===== src/hdl/cmp_pkg.sv =====
// cmp_pkg: shared types and constants of the column mean projection core.
// Used by cmp_accum, cmp_divider and column_mean_projection_core.
package cmp_pkg;

   localparam int PIX_W    = 16;   // pixel and min/max width
   localparam int SLICE_W  = 12;   // slice number and output row width
   localparam int COLOUT_W = 12;   // column field width on the result channel
   localparam int CFG_W    = 13;   // configuration register width
   localparam int CSR_IDX_W = 2;

   // saturation limits of the projection value
   localparam int SAT_HI      = 16383;
   localparam int SAT_NEG_MAG = 32768;

   // configuration register indexes
   localparam logic [CSR_IDX_W-1:0] CSR_IMAGE_WIDTH  = 2'd0;
   localparam logic [CSR_IDX_W-1:0] CSR_IMAGE_HEIGHT = 2'd1;
   localparam logic [CSR_IDX_W-1:0] CSR_SLICE_COUNT  = 2'd2;

   typedef enum logic [1:0] {
      DIV_IDLE,
      DIV_RUN,
      DIV_DONE
   } div_state_type;

   // side fields that travel with a column sum through the divider
   typedef struct packed {
      logic [COLOUT_W-1:0]     column;
      logic [SLICE_W-1:0]      projection_row;
      logic signed [PIX_W-1:0] running_min;
      logic signed [PIX_W-1:0] running_max;
      logic                    last_of_slice;
   } cmp_meta_type;

   // finished result from the divider
   typedef struct packed {
      cmp_meta_type            meta;
      logic signed [PIX_W-1:0] projection_value;
   } cmp_result_type;

endpackage


===== src/hdl/cmp_divider.sv =====
// cmp_divider: shared restoring divider, one quotient bit per cycle, with saturation.
// Depends on cmp_pkg.
module cmp_divider #(
   parameter int MAX_HEIGHT = 4096
) (
   input  logic                                                clock,
   input  logic                                                reset,
   input  logic                                                start,
   input  logic signed [16+$clog2(MAX_HEIGHT):0]               dividend,
   input  logic [$clog2(MAX_HEIGHT+1)-1:0]                     divisor,
   input  cmp_pkg::cmp_meta_type                               meta,
   output logic                                                ready,
   output logic                                                res_valid,
   input  logic                                                res_take,
   output cmp_pkg::cmp_result_type                             result
);
   import cmp_pkg::*;

   localparam int SUM_W  = 16 + $clog2(MAX_HEIGHT);
   localparam int MAG_W  = SUM_W + 1;
   localparam int HPOS_W = $clog2(MAX_HEIGHT + 1);
   localparam int CNT_W  = $clog2(MAG_W);

   div_state_type state_ff, state_in;
   logic [CNT_W-1:0]  cnt_ff, cnt_in;
   logic [MAG_W-1:0]  dvd_ff, dvd_in;
   logic [HPOS_W-1:0] rem_ff, rem_in;
   logic              neg_ff, neg_in;
   cmp_meta_type      meta_ff, meta_in;

   logic [HPOS_W:0]   rem_sh;
   logic              rem_ge;
   logic [MAG_W-1:0]  mag;
   logic [PIX_W-1:0]  sat_value;

   // magnitude of the signed dividend
   assign mag = dividend[MAG_W-1] ? MAG_W'(-dividend) : MAG_W'(dividend);

   // one restoring step
   always_comb begin
      rem_sh = {rem_ff, dvd_ff[MAG_W-1]};
      rem_ge = rem_sh >= {1'b0, divisor};
   end

   // next state
   always_comb begin
      state_in = state_ff;
      unique case (state_ff)
         DIV_IDLE: if (start) state_in = DIV_RUN;
         DIV_RUN:  if (cnt_ff == '0) state_in = DIV_DONE;
         DIV_DONE: if (res_take) state_in = DIV_IDLE;
         default:  state_in = DIV_IDLE;
      endcase
   end

   // datapath updates
   always_comb begin
      cnt_in  = cnt_ff;
      dvd_in  = dvd_ff;
      rem_in  = rem_ff;
      neg_in  = neg_ff;
      meta_in = meta_ff;
      unique case (state_ff)
         DIV_IDLE: begin
            if (start) begin
               cnt_in  = CNT_W'(MAG_W - 1);
               dvd_in  = mag;
               rem_in  = '0;
               neg_in  = dividend[MAG_W-1];
               meta_in = meta;
            end
         end
         DIV_RUN: begin
            cnt_in = cnt_ff - 1'b1;
            rem_in = rem_ge ? HPOS_W'(rem_sh - {1'b0, divisor}) : HPOS_W'(rem_sh);
            dvd_in = {dvd_ff[MAG_W-2:0], rem_ge};
         end
         default: ;
      endcase
   end

   // sign restore and saturation of the finished quotient
   always_comb begin
      if (!neg_ff) begin
         sat_value = (dvd_ff > MAG_W'(SAT_HI)) ? PIX_W'(SAT_HI) : dvd_ff[PIX_W-1:0];
      end else begin
         sat_value = (dvd_ff > MAG_W'(SAT_NEG_MAG)) ? PIX_W'(SAT_NEG_MAG)
                                                    : PIX_W'(-dvd_ff);
      end
   end

   // outputs
   always_comb begin
      ready                   = (state_ff == DIV_IDLE);
      res_valid               = (state_ff == DIV_DONE);
      result.meta             = meta_ff;
      result.projection_value = sat_value;
   end

   always_ff @(posedge clock) begin
      if (reset) begin
         state_ff <= DIV_IDLE;
      end else begin
         state_ff <= state_in;
      end
      cnt_ff  <= cnt_in;
      dvd_ff  <= dvd_in;
      rem_ff  <= rem_in;
      neg_ff  <= neg_in;
      meta_ff <= meta_in;
   end

   // last step always lands in the done state
   a_run_ends: assert property (@(posedge clock) disable iff (reset)
      (state_ff == DIV_RUN && cnt_ff == '0) |=> (state_ff == DIV_DONE))
      else $error("divider did not finish after last step");

   // a finished quotient is held until it is taken
   a_done_holds: assert property (@(posedge clock) disable iff (reset)
      (state_ff == DIV_DONE && !res_take) |=> (state_ff == DIV_DONE && $stable(dvd_ff)))
      else $error("divider result changed before it was taken");

endmodule


===== config.mk =====
export PLATFORM = sky130hd
export DESIGN_NAME = cmp_divider
export DESIGN_NICKNAME = d
export VERILOG_FILES = /design/src/hdl/cmp_pkg.sv /design/src/hdl/cmp_divider.sv
export SDC_FILE = /design/constraint.sdc
export NUM_CORES = 1
export LEC_CHECK = 0
export ABC_AREA = 1
export BUFFER_PORTS_ARGS = -buffer_cell sky130_fd_sc_hd__buf_4
export CAP_MARGIN = 20
export CELL_PAD_IN_SITES_DETAIL_PLACEMENT = 0
export CELL_PAD_IN_SITES_GLOBAL_PLACEMENT = 1
export CORE_ASPECT_RATIO = 1.1
export CORE_UTILIZATION = 41
export DETAILED_ROUTE_END_ITERATION = 8
export HOLD_SLACK_MARGIN = 0.1
export PLACE_DENSITY = 0.92
export SKIP_CTS_REPAIR_TIMING = 1
export SYNTH_ARGS = -nofsm -noshare
export SYNTH_HDL_FRONTEND = slang
export SYNTH_SLANG_ARGS = --single-unit

===== constraint.sdc =====
create_clock -name clock -period 5.7 [get_ports clock]
set_input_delay 1.14 -clock clock [delete_from_list [all_inputs] [get_ports clock]]
set_output_delay 1.14 -clock clock [all_outputs]
set_load 0.005 [all_outputs]

==> results.md, run 1 <==
- Hold Path Cell Cnt: 2
- RSZ-0062 raised after global routing: false
- Synth-to-Final Area Change: 28.8%
- Critical-path cell list: inv_1, ha_1, inv_1, nor2_4, nand2_1, nor2_2, nand3_2, a21oi_4, nand2_1, a21oi_1, buf_4
- Crit-path max cell delay: approximately 430 ps
- Setup crit end: result[14]
- Cell Pwr Density: between 200 and 300 nW/µm²
- Worst Setup Start Kind: flip-flop
- Vias in the first global route: 5090
- GRT Util Overall: between 10% and 20%
- Most frequent cells in the layout: 221 x nand2_1, 180 x buf_4, 106 x inv_1
- R2R cell count: 12
- CTS Buf Count: 9
- Post-synth net total: between 800 and 900
- CTS tree: yes
- Remaining global-route overflow: 0
- Rel. slew slack: 54.9%
- Routed WL: 14900 µm
- Cell family with most CP delay: simple AND/OR/NAND/NOR gates
- Site Rows: 47
- Port-buffer cells: ~180
- Die Wd: 120 µm
- Adder-cell area share of the yosys netlist: under 10%
- Inserted Diodes: 0
- Critical-path top delay cell: edfxtp_1
- Setup TNS: 0 ps
- Worst hold path class: flip-flop to flip-flop
- Crit Path Category: flip-flop to output pin
- Die height: approximately 130 µm
- Slew @ Worst Pin: between 600 and 700 ps
- Layout cells sized above 1: 23.5%
- Die area: between 15000 and 20000 µm²
- Crit path launch: dvd_ff[0]
- Reg2reg end: rem_ff[10]
- Final Power: 2260 µW
- Mapped cell area: 6310 µm²
- Crit path setup slack, layout: between 2000 and 2500 ps
- DR WL/cell: ~13 µm
- Initial drt markers: 242
- Vias after detailed routing: roughly 5400
- Pleak: approximately 0.0038 µW
- Detailed Routing Iterations Pass 1: 5
- Initial Utilization: roughly two fifths
- Max-cap viol count: 0
- CP bufs+invs: 3
- Post-synthesis mux area share: 0%
- Worst-path fanout max: 16
- Clock Path Buffers: 2
- Largest family of logic cells by synthesized area: simple AND/OR/NAND/NOR gates
- Min Tclk post-route: about 3600 ps
- Design Area, Final: slightly above 8000 µm²
- Detail Placement HPWL: approximately 12000 µm
- Clock Tree Root: clkbuf_16
- Setup skew after layout: about 5.5 ps
- Simple-gate share of the synthesized area: between 20% and 30%
- XOR/XNOR Fraction of Synth Area: under 10%
- CTS clock-pin slew for the worst setup and hold paths: 70 ps
- Fin nets: around 1100
- Commonest non-fill, non-tap cell in the layout: nand2_1
- I/O pins: approximately 180
- Setup slack, reg-to-reg: roughly 3200 ps
- Outcome: finished, final reports clean
- Worst R2R Start: dvd_ff[28]
- Sequential area share after synthesis: between 50% and 60%
- Crit path depth: 11
- CP required: between 4000 and 5000 ps
- Mean Syn Cell Area: 8.26 µm²
- Fin util: a little over half
- Dpl ws: approximately 2400 ps
- GP Congestion: ~0.82
- Detail Route Antenna Nets: 0
- Clk Latency, worst-skew pair: 350 ps
- IR drop worst, VDD: around 190 µV
- Fin crit share: between 60% and 70%
- DP Area: a little under 8000 µm²
- Final Slew Violations: 0
- Largest net degree at the start of global routing: 58
- Cell variety after synth: 39
- DRC: 0
- Initial antenna violation count: 0
- Ys Warns: 0
- CP arrival: between 2000 and 2500 ps
- Core Box Area: 15100 µm²
- Fmax: roughly 0.28 GHz
- Final hold vios: 0
- Compound-cell area share of the yosys netlist: ~5.5%
- CP Capture Type: output pin
- Synth Instances: roughly 760
- H-Tree Depth: 3
- CTS Sinks: 107
- First-pass GRT wire length: 24300 µm
- Number of synthesized register bits: between 100 and 150
- Via density: between 4 and 5
- Number of setup violations in the final report: 0
state kept, by name, summed over array words and instances, names as in the netlist:
signal / flops
rem_ff: 13
cnt_ff: 5
neg_ff: 1
dvd_ff: 29
state_ff: 2
result: 57
through the flow:
step                      instances  hold WS [ps]
after global routing           1138           595
after CTS                      1137           563
final                          1138           563
after global placement         1121           542
after floorplan                 763           521
after detailed placement       1121           542
report_power, final:
part,internal (µW),switching (µW),total [µW]
sequential,991,61.9,1050
clock,314,307,620
combinational,240,346,586
total,1540,715,2260
worst min-delay path, cell delays in order, from the launching register on:
cell	delay, ps
edfxtp_1	350
nand2_1	60
nand2_1	50
cell type report:
| cell class | count | area (µm²) |
|---|---|---|
| Inverter | 113 | 424 |
| Clock buffer | 9 | 225 |
| Fill cell | 1469 | 6930 |
| Multi-Input combinational cell | 525 | 2580 |
| Timing Repair Buffer | 181 | 1370 |
| Clock inverter | 7 | 76.3 |
| Tap cell | 196 | 245 |
| Sequential cell | 107 | 3190 |
Yosys cell counts:
| master | instances | share of area (%) |
|---|---|---|
| a211oi_1 | 1 | 0.12 |
| a21boi_0 | 1 | 0.12 |
| a21oi_1 | 11 | 0.87 |
| a21oi_4 | 1 | 0.26 |
| a31oi_1 | 1 | 0.099 |
| buf_1 | 1 | 0.059 |
| buf_2 | 4 | 0.32 |
| buf_4 | 1 | 0.12 |
| buf_6 | 4 | 0.71 |
| clkbuf_1 | 8 | 0.48 |
| dfxtp_1 | 2 | 0.63 |
| edfxtp_1 | 105 | 50 |
| fa_1 | 1 | 0.32 |
| ha_1 | 17 | 3.4 |
| inv_1 | 107 | 6.4 |
| inv_2 | 6 | 0.36 |
| nand2_1 | 222 | 13 |
| nand2_2 | 3 | 0.30 |
| nand3_1 | 69 | 5.5 |
| nand3_2 | 2 | 0.32 |
| nand3b_1 | 8 | 0.95 |
| nand4_1 | 12 | 1.2 |
| nor2_1 | 92 | 5.5 |
| nor2_2 | 3 | 0.30 |
| nor2_4 | 1 | 0.18 |
| nor3_1 | 4 | 0.32 |
| nor3_2 | 4 | 0.63 |
| nor4_1 | 1 | 0.099 |
| o211ai_1 | 2 | 0.24 |
| o21a_1 | 1 | 0.12 |
| o21ai_0 | 38 | 3.0 |
| o21ai_1 | 1 | 0.079 |
| o21ai_2 | 1 | 0.14 |
| o21bai_1 | 2 | 0.24 |
| o22ai_1 | 1 | 0.099 |
| o31ai_1 | 1 | 0.12 |
| or2_2 | 1 | 0.099 |
| xnor2_1 | 2 | 0.28 |
| xor2_1 | 21 | 2.9 |
per-layer routing:
metal,up-vias,part of all wire [%],GRT usage [%]
met5,-,0,0
met3,16,7.3,5.19
met2,172,49,32.5
met4,0,1.5,6.45
met1,2390,42,23.7
li1,2828,-,-
how the worst min path moves through the flow:
stage                from         end
2_1_floorplan  dvd_ff[26]  dvd_ff[27]
3_3_place_gp   dvd_ff[25]  dvd_ff[26]
3_5_place_dp   dvd_ff[25]  dvd_ff[26]
4_1_cts        dvd_ff[25]  dvd_ff[26]
5_1_grt         cnt_ff[0]   cnt_ff[0]
6_report       dvd_ff[25]  dvd_ff[26]
cell families (layout without fill, tap and decap cells):
logic type               after synthesis  after routing
flip-flops                           107            107
AO/OA/AOI/OAI                         62             62
buffers and inverters                131            310
XOR/XNOR                              23             23
adder cells (fa/ha/maj)               18             18
AND/OR/NAND/NOR                      422            422
Power figures use the tool's default switching activity.
==> run 2: changes to the inputs <==
--- a/config.mk
+++ b/config.mk
@@ -5,16 +5,16 @@
 export SDC_FILE = /design/constraint.sdc
 export NUM_CORES = 1
 export LEC_CHECK = 0
-export ABC_AREA = 1
+export ABC_AREA = 0
 export BUFFER_PORTS_ARGS = -buffer_cell sky130_fd_sc_hd__buf_4
 export CAP_MARGIN = 20
 export CELL_PAD_IN_SITES_DETAIL_PLACEMENT = 0
 export CELL_PAD_IN_SITES_GLOBAL_PLACEMENT = 1
 export CORE_ASPECT_RATIO = 1.1
-export CORE_UTILIZATION = 41
+export CORE_UTILIZATION = 39
 export DETAILED_ROUTE_END_ITERATION = 8
 export HOLD_SLACK_MARGIN = 0.1
-export PLACE_DENSITY = 0.92
+export PLACE_DENSITY = 0.87
 export SKIP_CTS_REPAIR_TIMING = 1
 export SYNTH_ARGS = -nofsm -noshare
 export SYNTH_HDL_FRONTEND = slang
==> constraint.sdc (replaced) <==
create_clock -name clock -period 3.34 [get_ports clock]
set_input_delay 0.668 -clock clock [delete_from_list [all_inputs] [get_ports clock]]
set_output_delay 0.668 -clock clock [all_outputs]
set_load 0.005 [all_outputs]
==> run 2 against run 1 <==
  * Hold slack worse by 70 ps
  * Wire length decreased by 3.0%
  * Combinational power increased by 37%
  * Global-route usage fell by 0.95 points
  * Cell area shrank 4.9%
  * Clock skew is 1.1 ps higher
  * Clock-buffer cell count unchanged
  * Total power up 56%
  * First-iteration DRC count grew 11%
  * Via count fell by 11%
  * Setup slack lost 2100 ps
  * Critical endpoint is now result[6]
  * Largest power group unchanged
==> results.md, run 2 <==
- Worst Setup Start Kind: flip-flop
- Critical-path top delay cell: edfxtp_1
- GRT Util Overall: 18.3% (-0.95 points)
- Cell Pwr Density: 458 nW/µm² (+65%)
- Site Rows: 46 (-2.1%)
- GP Congestion: 0.887 (+8.9%)
- Critical-path cell list: inv_1, ha_1, nor3b_4, nand4_1, o41ai_2, nor2b_4, nor2_2, a311oi_1, buf_4
- Mapped cell area: 5770 µm² (-8.5%)
- IR drop worst, VDD: 314 µV (+68%)
- Post-synth net total: 660 (-25%)
- Clock Path Buffers: 2 (unchanged)
- Via density: 5.26 (+11%)
- Number of synthesized register bits: 107 (unchanged)
- Crit-path max cell delay: 450 ps (+20 ps)
- Ys Warns: 0 (unchanged)
- CP required: 2670 ps (-1890 ps)
- Slew @ Worst Pin: 802 ps (+125 ps)
- CP bufs+invs: 2 (-1)
- Initial antenna violation count: 0 (unchanged)
- Top cell type's share of synthesized area: 54.6% (+4.6 points)
- Number of setup violations in the final report: 0 (unchanged)
- Cell family with most CP delay: simple AND/OR/NAND/NOR gates
- Number of fill cells: 1303 (-11%)
- RSZ-0062 raised after global routing: true
- Min Tclk post-route: approximately 3300 ps
- CP arrival: 2620 ps (+180 ps)
- Setup skew after layout: 6.64 ps (+1.13 ps)
- Synth area leader: edfxtp_1
- Setup TNS: 0 ps (unchanged)
- Cell with the most instances after synthesis: edfxtp_1
- CP Capture Type: output pin
- Cell variety after synth: 55 (+41%)
- Rel. slew slack: 46.5% (-8.3 points)
- Initial Utilization: 40.0% (-1.9 points)
- Fin crit share: between 90% and 100%
- Inserted Diodes: 0 (unchanged)
- Largest net degree at the start of global routing: 59 (+1.7%)
- Synth Instances: 539 (-29%)
- Top cells by count, synth: 105 x edfxtp_1, 59 x nand2_1, 39 x o21ai_0, 36 x nor2_1, 35 x a21oi_1
- Max-cap viol count: 0 (unchanged)
- DRC: 0 (unchanged)
- Vias in the first global route: 4801 (-5.7%)
- Mean Syn Cell Area: 10.7 µm² (+30%)
- CTS Sinks: 107 (unchanged)
- Port-buffer cells: 177 (unchanged)
- Pleak: 0.00312 µW (-18%)
- Commonest non-fill, non-tap cell in the layout: buf_4
- CTS tree: yes
- Initial drt markers: 268 (+11%)
- CTS Buf Count: 9 (unchanged)
- Synth async-reset ratio: 0% (unchanged)
- Synth-to-Final Area Change: 33.8%
- Clock Tree Root: clkbuf_16
- H-Tree Depth: 3 (unchanged)
- Worst-path fanout max: 8 (-8)
- Setup slack, reg-to-reg: 340 ps (-2840 ps)
- CTS clock-pin slew for the worst setup and hold paths: 70 ps (about the same)
- Clk Latency, worst-skew pair: 340 ps (about the same)
- Vias after detailed routing: 4822 (-11%)
- Layout cells sized above 1: 31.9% (+8.4 points)
- First-pass GRT wire length: 22300 µm (-8.2%)
- Fin nets: 841 (-21%)
- Dominant cells by area after synthesis: edfxtp_1 55%, xor2_1 4.6%, nand2_1 3.8%, ha_1 3.7%, o21ai_0 3.4%
- I/O pins: 178 (unchanged)
- Fmax: between 0.3 and 0.4 GHz
- Detail Placement HPWL: 10800 µm (-7.5%)
- Fin util: 53.5% (-0.48 points)
- Die area: 15300 µm² (-3.7%)
- DR WL/cell: 15.8 µm (+20%)
- Crit Path Category: flip-flop to output pin
- Final hold vios: 0 (unchanged)
- Most frequent cells in the layout: 194 x buf_4, 105 x edfxtp_1, 58 x nand2_1
- Die Wd: 118 µm (-1.9%)
- Number of synthesized flops with an enable pin: 105 (unchanged)
- Core Box Area: 14400 µm² (-4.0%)
- Detailed Routing Iterations Pass 1: 4 (-1)
- Detail Route Antenna Nets: 0 (unchanged)
- Routed WL: 14400 µm (-3.0%)
- Final Slew Violations: 0 (unchanged)
- Sequential area share after synthesis: 55.3% (+4.7 points)
- Hold_ws: 492 ps (-70.3 ps)
- Worst hold path class: input port to flip-flop
- Main synth FF type: edfxtp_1
- Remaining global-route overflow: 0 (unchanged)
- Largest register FFs: 57 (unchanged)
- Outcome: finished, final reports clean
- Die height: 130 µm (-1.9%)
-- run 2: cell count changes after synthesis, sizes merged, moves of 15 or more --
cell    change
clkbuf     +15
nor2       -60
nand3      -51
nand2     -166
inv        -86
a21oi      +23
-- run 2: worst paths after layout --
path / depth (start not counted) / startpoint / end
setup / recovery: 9 / dvd_ff[1] / result[6]
hold / removal: 2 / reset / state_ff[1]
setup reg to reg: 10 / dvd_ff[28] / dvd_ff[0]
hold reg to reg: 2 / dvd_ff[17] / dvd_ff[18]
-- run 2: area by class of cell --
cell class | instances | area, µm² | area share (%)
clock buffer | 9 | 225 | 2.92
inverter | 27 | 101 | 1.31
tap | 192 | 240 | 3.11
sequential | 107 | 3190 | 41.3
multi-input combinational | 380 | 2420 | 31.3
timing repair buffer | 195 | 1480 | 19.2
clock inverter | 7 | 61.3 | 0.794
-- run 2: cell families (layout without fill, tap and decap cells) --
| group | after synthesis | count (layout) | share of synthesized area [%] |
|---|---|---|---|
| and+or+nand+nor | 185 | 185 | 15.8 |
| muxes | 4 | 4 | 0.694 |
| DFF | 107 | 107 | 55.3 |
| buffers and inverters | 52 | 238 | 3.51 |
| adders and majority gates | 18 | 18 | 4.03 |
| AOI/OAI and AO/OA | 134 | 134 | 14.7 |
| xor gates and xnor gates | 39 | 39 | 5.92 |
-- run 2: power breakdown --
part           total [µW]  switching (µW)  leakage (µW)  internal (µW)
sequential           1720            94.5       0.00104           1630
clock                1010             491      0.000134            518
combinational         803             419       0.00195            384
-- run 2: stage by stage --
step	power (µW)	setup WS (ps)	area (µm²)	cells
floorplan	2180	44.1	5770	539
global placement	2500	185	7330	894
detailed placement	2530	79.2	7330	894
CTS	3540	-172	7620	910
global route	3710	-79.1	7720	917
finish	3540	55.6	7720	917
-- run 2: layer usage --
metal  up-vias  track usage [%]  wire length (µm)
met4         0             7.09               252
met5         -                0                 0
met2       167             33.2              7510
met1      2275             20.5              5660
li1       2360                -                 -
met3        20             5.06              1020
==> run 3: changes to the inputs <==
--- a/config.mk
+++ b/config.mk
@@ -12,9 +12,10 @@
 export CELL_PAD_IN_SITES_GLOBAL_PLACEMENT = 1
 export CORE_ASPECT_RATIO = 1.1
 export CORE_UTILIZATION = 39
+export CTS_BUF_LIST = sky130_fd_sc_hd__clkbuf_4 sky130_fd_sc_hd__clkbuf_8 sky130_fd_sc_hd__clkbuf_16
 export DETAILED_ROUTE_END_ITERATION = 8
 export HOLD_SLACK_MARGIN = 0.1
-export PLACE_DENSITY = 0.87
+export PLACE_DENSITY_LB_ADDON = 0.2
 export SKIP_CTS_REPAIR_TIMING = 1
 export SYNTH_ARGS = -nofsm -noshare
 export SYNTH_HDL_FRONTEND = slang
==> run 3 against run 2 <==
  * Via count is 1.7% lower
  * Cell count is 0.22% lower
  * Combinational power is 1% lower
  * Hold slack worse by 6.3 ps
  * Utilization is 0.12 points lower
  * Largest cell class unchanged
  * Largest power group unchanged
==> results.md, run 3 (same netlist as run 2, synthesis figures left out) <==
- Number of setup violations in the final report: 0 (unchanged)
- Clk Latency, worst-skew pair: 340 ps (about the same)
- Via density: 5.18 (-1.5%)
- Crit-path max cell delay: 490 ps (+40 ps)
- GRT Util Overall: 18.4% (+0.068 points)
- Final hold vios: 0 (unchanged)
- H-Tree Depth: 3 (unchanged)
- Layout cells sized above 1: 31.7% (-0.19 points)
- Setup crit end: result[6]
- CP arrival: 2580 ps (-40 ps)
- Largest net degree at the start of global routing: 59 (unchanged)
- Die area: 15300 µm² (unchanged)
- Reg2reg end: rem_ff[1]
- Detailed Routing Iterations Pass 1: 5 (+1)
- Initial Utilization: 40.0% (unchanged)
- Remaining global-route overflow: 0 (unchanged)
- Synth-to-Final Area Change: 33.5%
- Routed WL: 14200 µm (-1.4%)
- First-pass GRT wire length: 22300 µm (-0.18%)
- Critical-path cell list: nor3_1, nand4_1, o41ai_2, nor2b_2, nor2_2, a311oi_1, buf_4
- Crit path launch: dvd_ff[8]
- I/O pins: 178 (unchanged)
- DR WL/cell: 15.6 µm (-1.2%)
- Pleak: 0.00311 µW (-0.21%)
- Worst hold path class: input port to flip-flop
- Initial antenna violation count: 0 (unchanged)
- Initial drt markers: 281 (+4.9%)
- Worst Setup Start Kind: flip-flop
- Hold_ws: 486 ps (-6.31 ps)
- Setup skew after layout: 4.71 ps (-1.93 ps)
- Crit path depth: 7 (-2)
- Critical-path top delay cell: edfxtp_1
- Min Tclk post-route: 3250 ps (-32.1 ps)
- Fin crit share: 97.4% (-0.96 points)
- IR drop worst, VDD: 279 µV (-11%)
- Worst R2R Start: dvd_ff[28]
- Most frequent cells in the layout: 192 x buf_4, 105 x edfxtp_1, 59 x nand2_1
- Final Power: 3550 µW (+0.34%)
- Site Rows: 46 (unchanged)
- Core Box Area: 14400 µm² (unchanged)
- DRC: 0 (unchanged)
- Final cell count without fillers: 915 (-0.22%)
- Die height: 130 µm (unchanged)
- Fin util: 53.3% (-0.12 points)
- Cell Pwr Density: 460 nW/µm² (+0.56%)
- Clock Path Buffers: 2 (unchanged)
- CP required: 2670 ps (about the same)
- Slew @ Worst Pin: 777 ps (-25.2 ps)
- Crit Path Category: flip-flop to output pin
- Fmax: 0.307 GHz (+0.99%)
- Detail Placement HPWL: 10900 µm (+1.3%)
- Clock Tree Root: clkbuf_16
- Detail Route Antenna Nets: 0 (unchanged)
- Final Slew Violations: 0 (unchanged)
- Worst-path fanout max: 8 (unchanged)
- # placed instances: 896 (+0.22%)
- Fin nets: 839 (-0.24%)
- GP Congestion: 0.896 (+0.96%)
- Vias in the first global route: 4679 (-2.5%)
- Die Wd: 118 µm (unchanged)
- Inserted Diodes: 0 (unchanged)
- Setup slack, reg-to-reg: 310 ps (-30 ps)
- Largest register FFs: 57 (unchanged)
- CTS clock-pin slew for the worst setup and hold paths: 80 ps (about the same)
- CTS tree: yes
- CP bufs+invs: 1 (-1)
- Rel. slew slack: 48.2% (+1.7 points)
- CTS Sinks: 107 (unchanged)
- Port-buffer cells: 177 (unchanged)
- Max-cap viol count: 0 (unchanged)
- CP Capture Type: output pin
- R2R cell count: 10 (unchanged)
- Outcome: finished, final reports clean
- Cell family with most CP delay: simple AND/OR/NAND/NOR gates
- Commonest non-fill, non-tap cell in the layout: buf_4
- Number of fill cells: 1344 (+3.1%)
- CTS Buf Count: 9 (unchanged)
- Vias after detailed routing: 4741 (-1.7%)
-- run 3: through the flow --
stage,setup TNS (ps),cell area [µm²],setup slack [ps]
floorplan,0,5770,44.1
global placement,0,7350,216
detailed placement,0,7350,148
CTS,-81.8,7640,-64.2
global route,-278,7710,-74.2
finish,0,7710,87.8
-- run 3: power breakdown --
group	total (µW)	leakage [µW]	internal [µW]	switching, µW
Clock	1040	0.000145	528	509
Sequential	1720	0.00104	1630	89.7
Combinational	792	0.00193	379	413
Total	3550	0.00311	2540	1010
-- run 3: cell type report --
class                           count  area (µm²)  share of cell area [%]
Timing Repair Buffer              193        1470                    19.1
Tap cell                          192         240                    3.12
Multi-Input combinational cell    380        2410                    31.3
Inverter                           27         101                    1.32
Clock inverter                      7        66.3                   0.861
Clock buffer                        9         225                    2.92
Sequential cell                   107        3190                    41.4
-- run 3: worst min path at each step --
stage | start | end | depth (start not counted)
final | reset | state_ff[1] | 2
after global routing | reset | state_ff[1] | 2
after CTS | reset | state_ff[1] | 2
after detailed placement | dvd_ff[20] | dvd_ff[21] | 2
after global placement | dvd_ff[17] | dvd_ff[18] | 2
after floorplan | state_ff[1] | state_ff[0] | 1
-- run 3: routing by layer --
layer	vias to the layer above	GRT usage [%]	wire (µm)
met2	158	32.9	7150
met5	-	0	0
li1	2356	-	-
met3	21	4.58	957
met1	2206	21.1	5850
met4	0	7.47	281
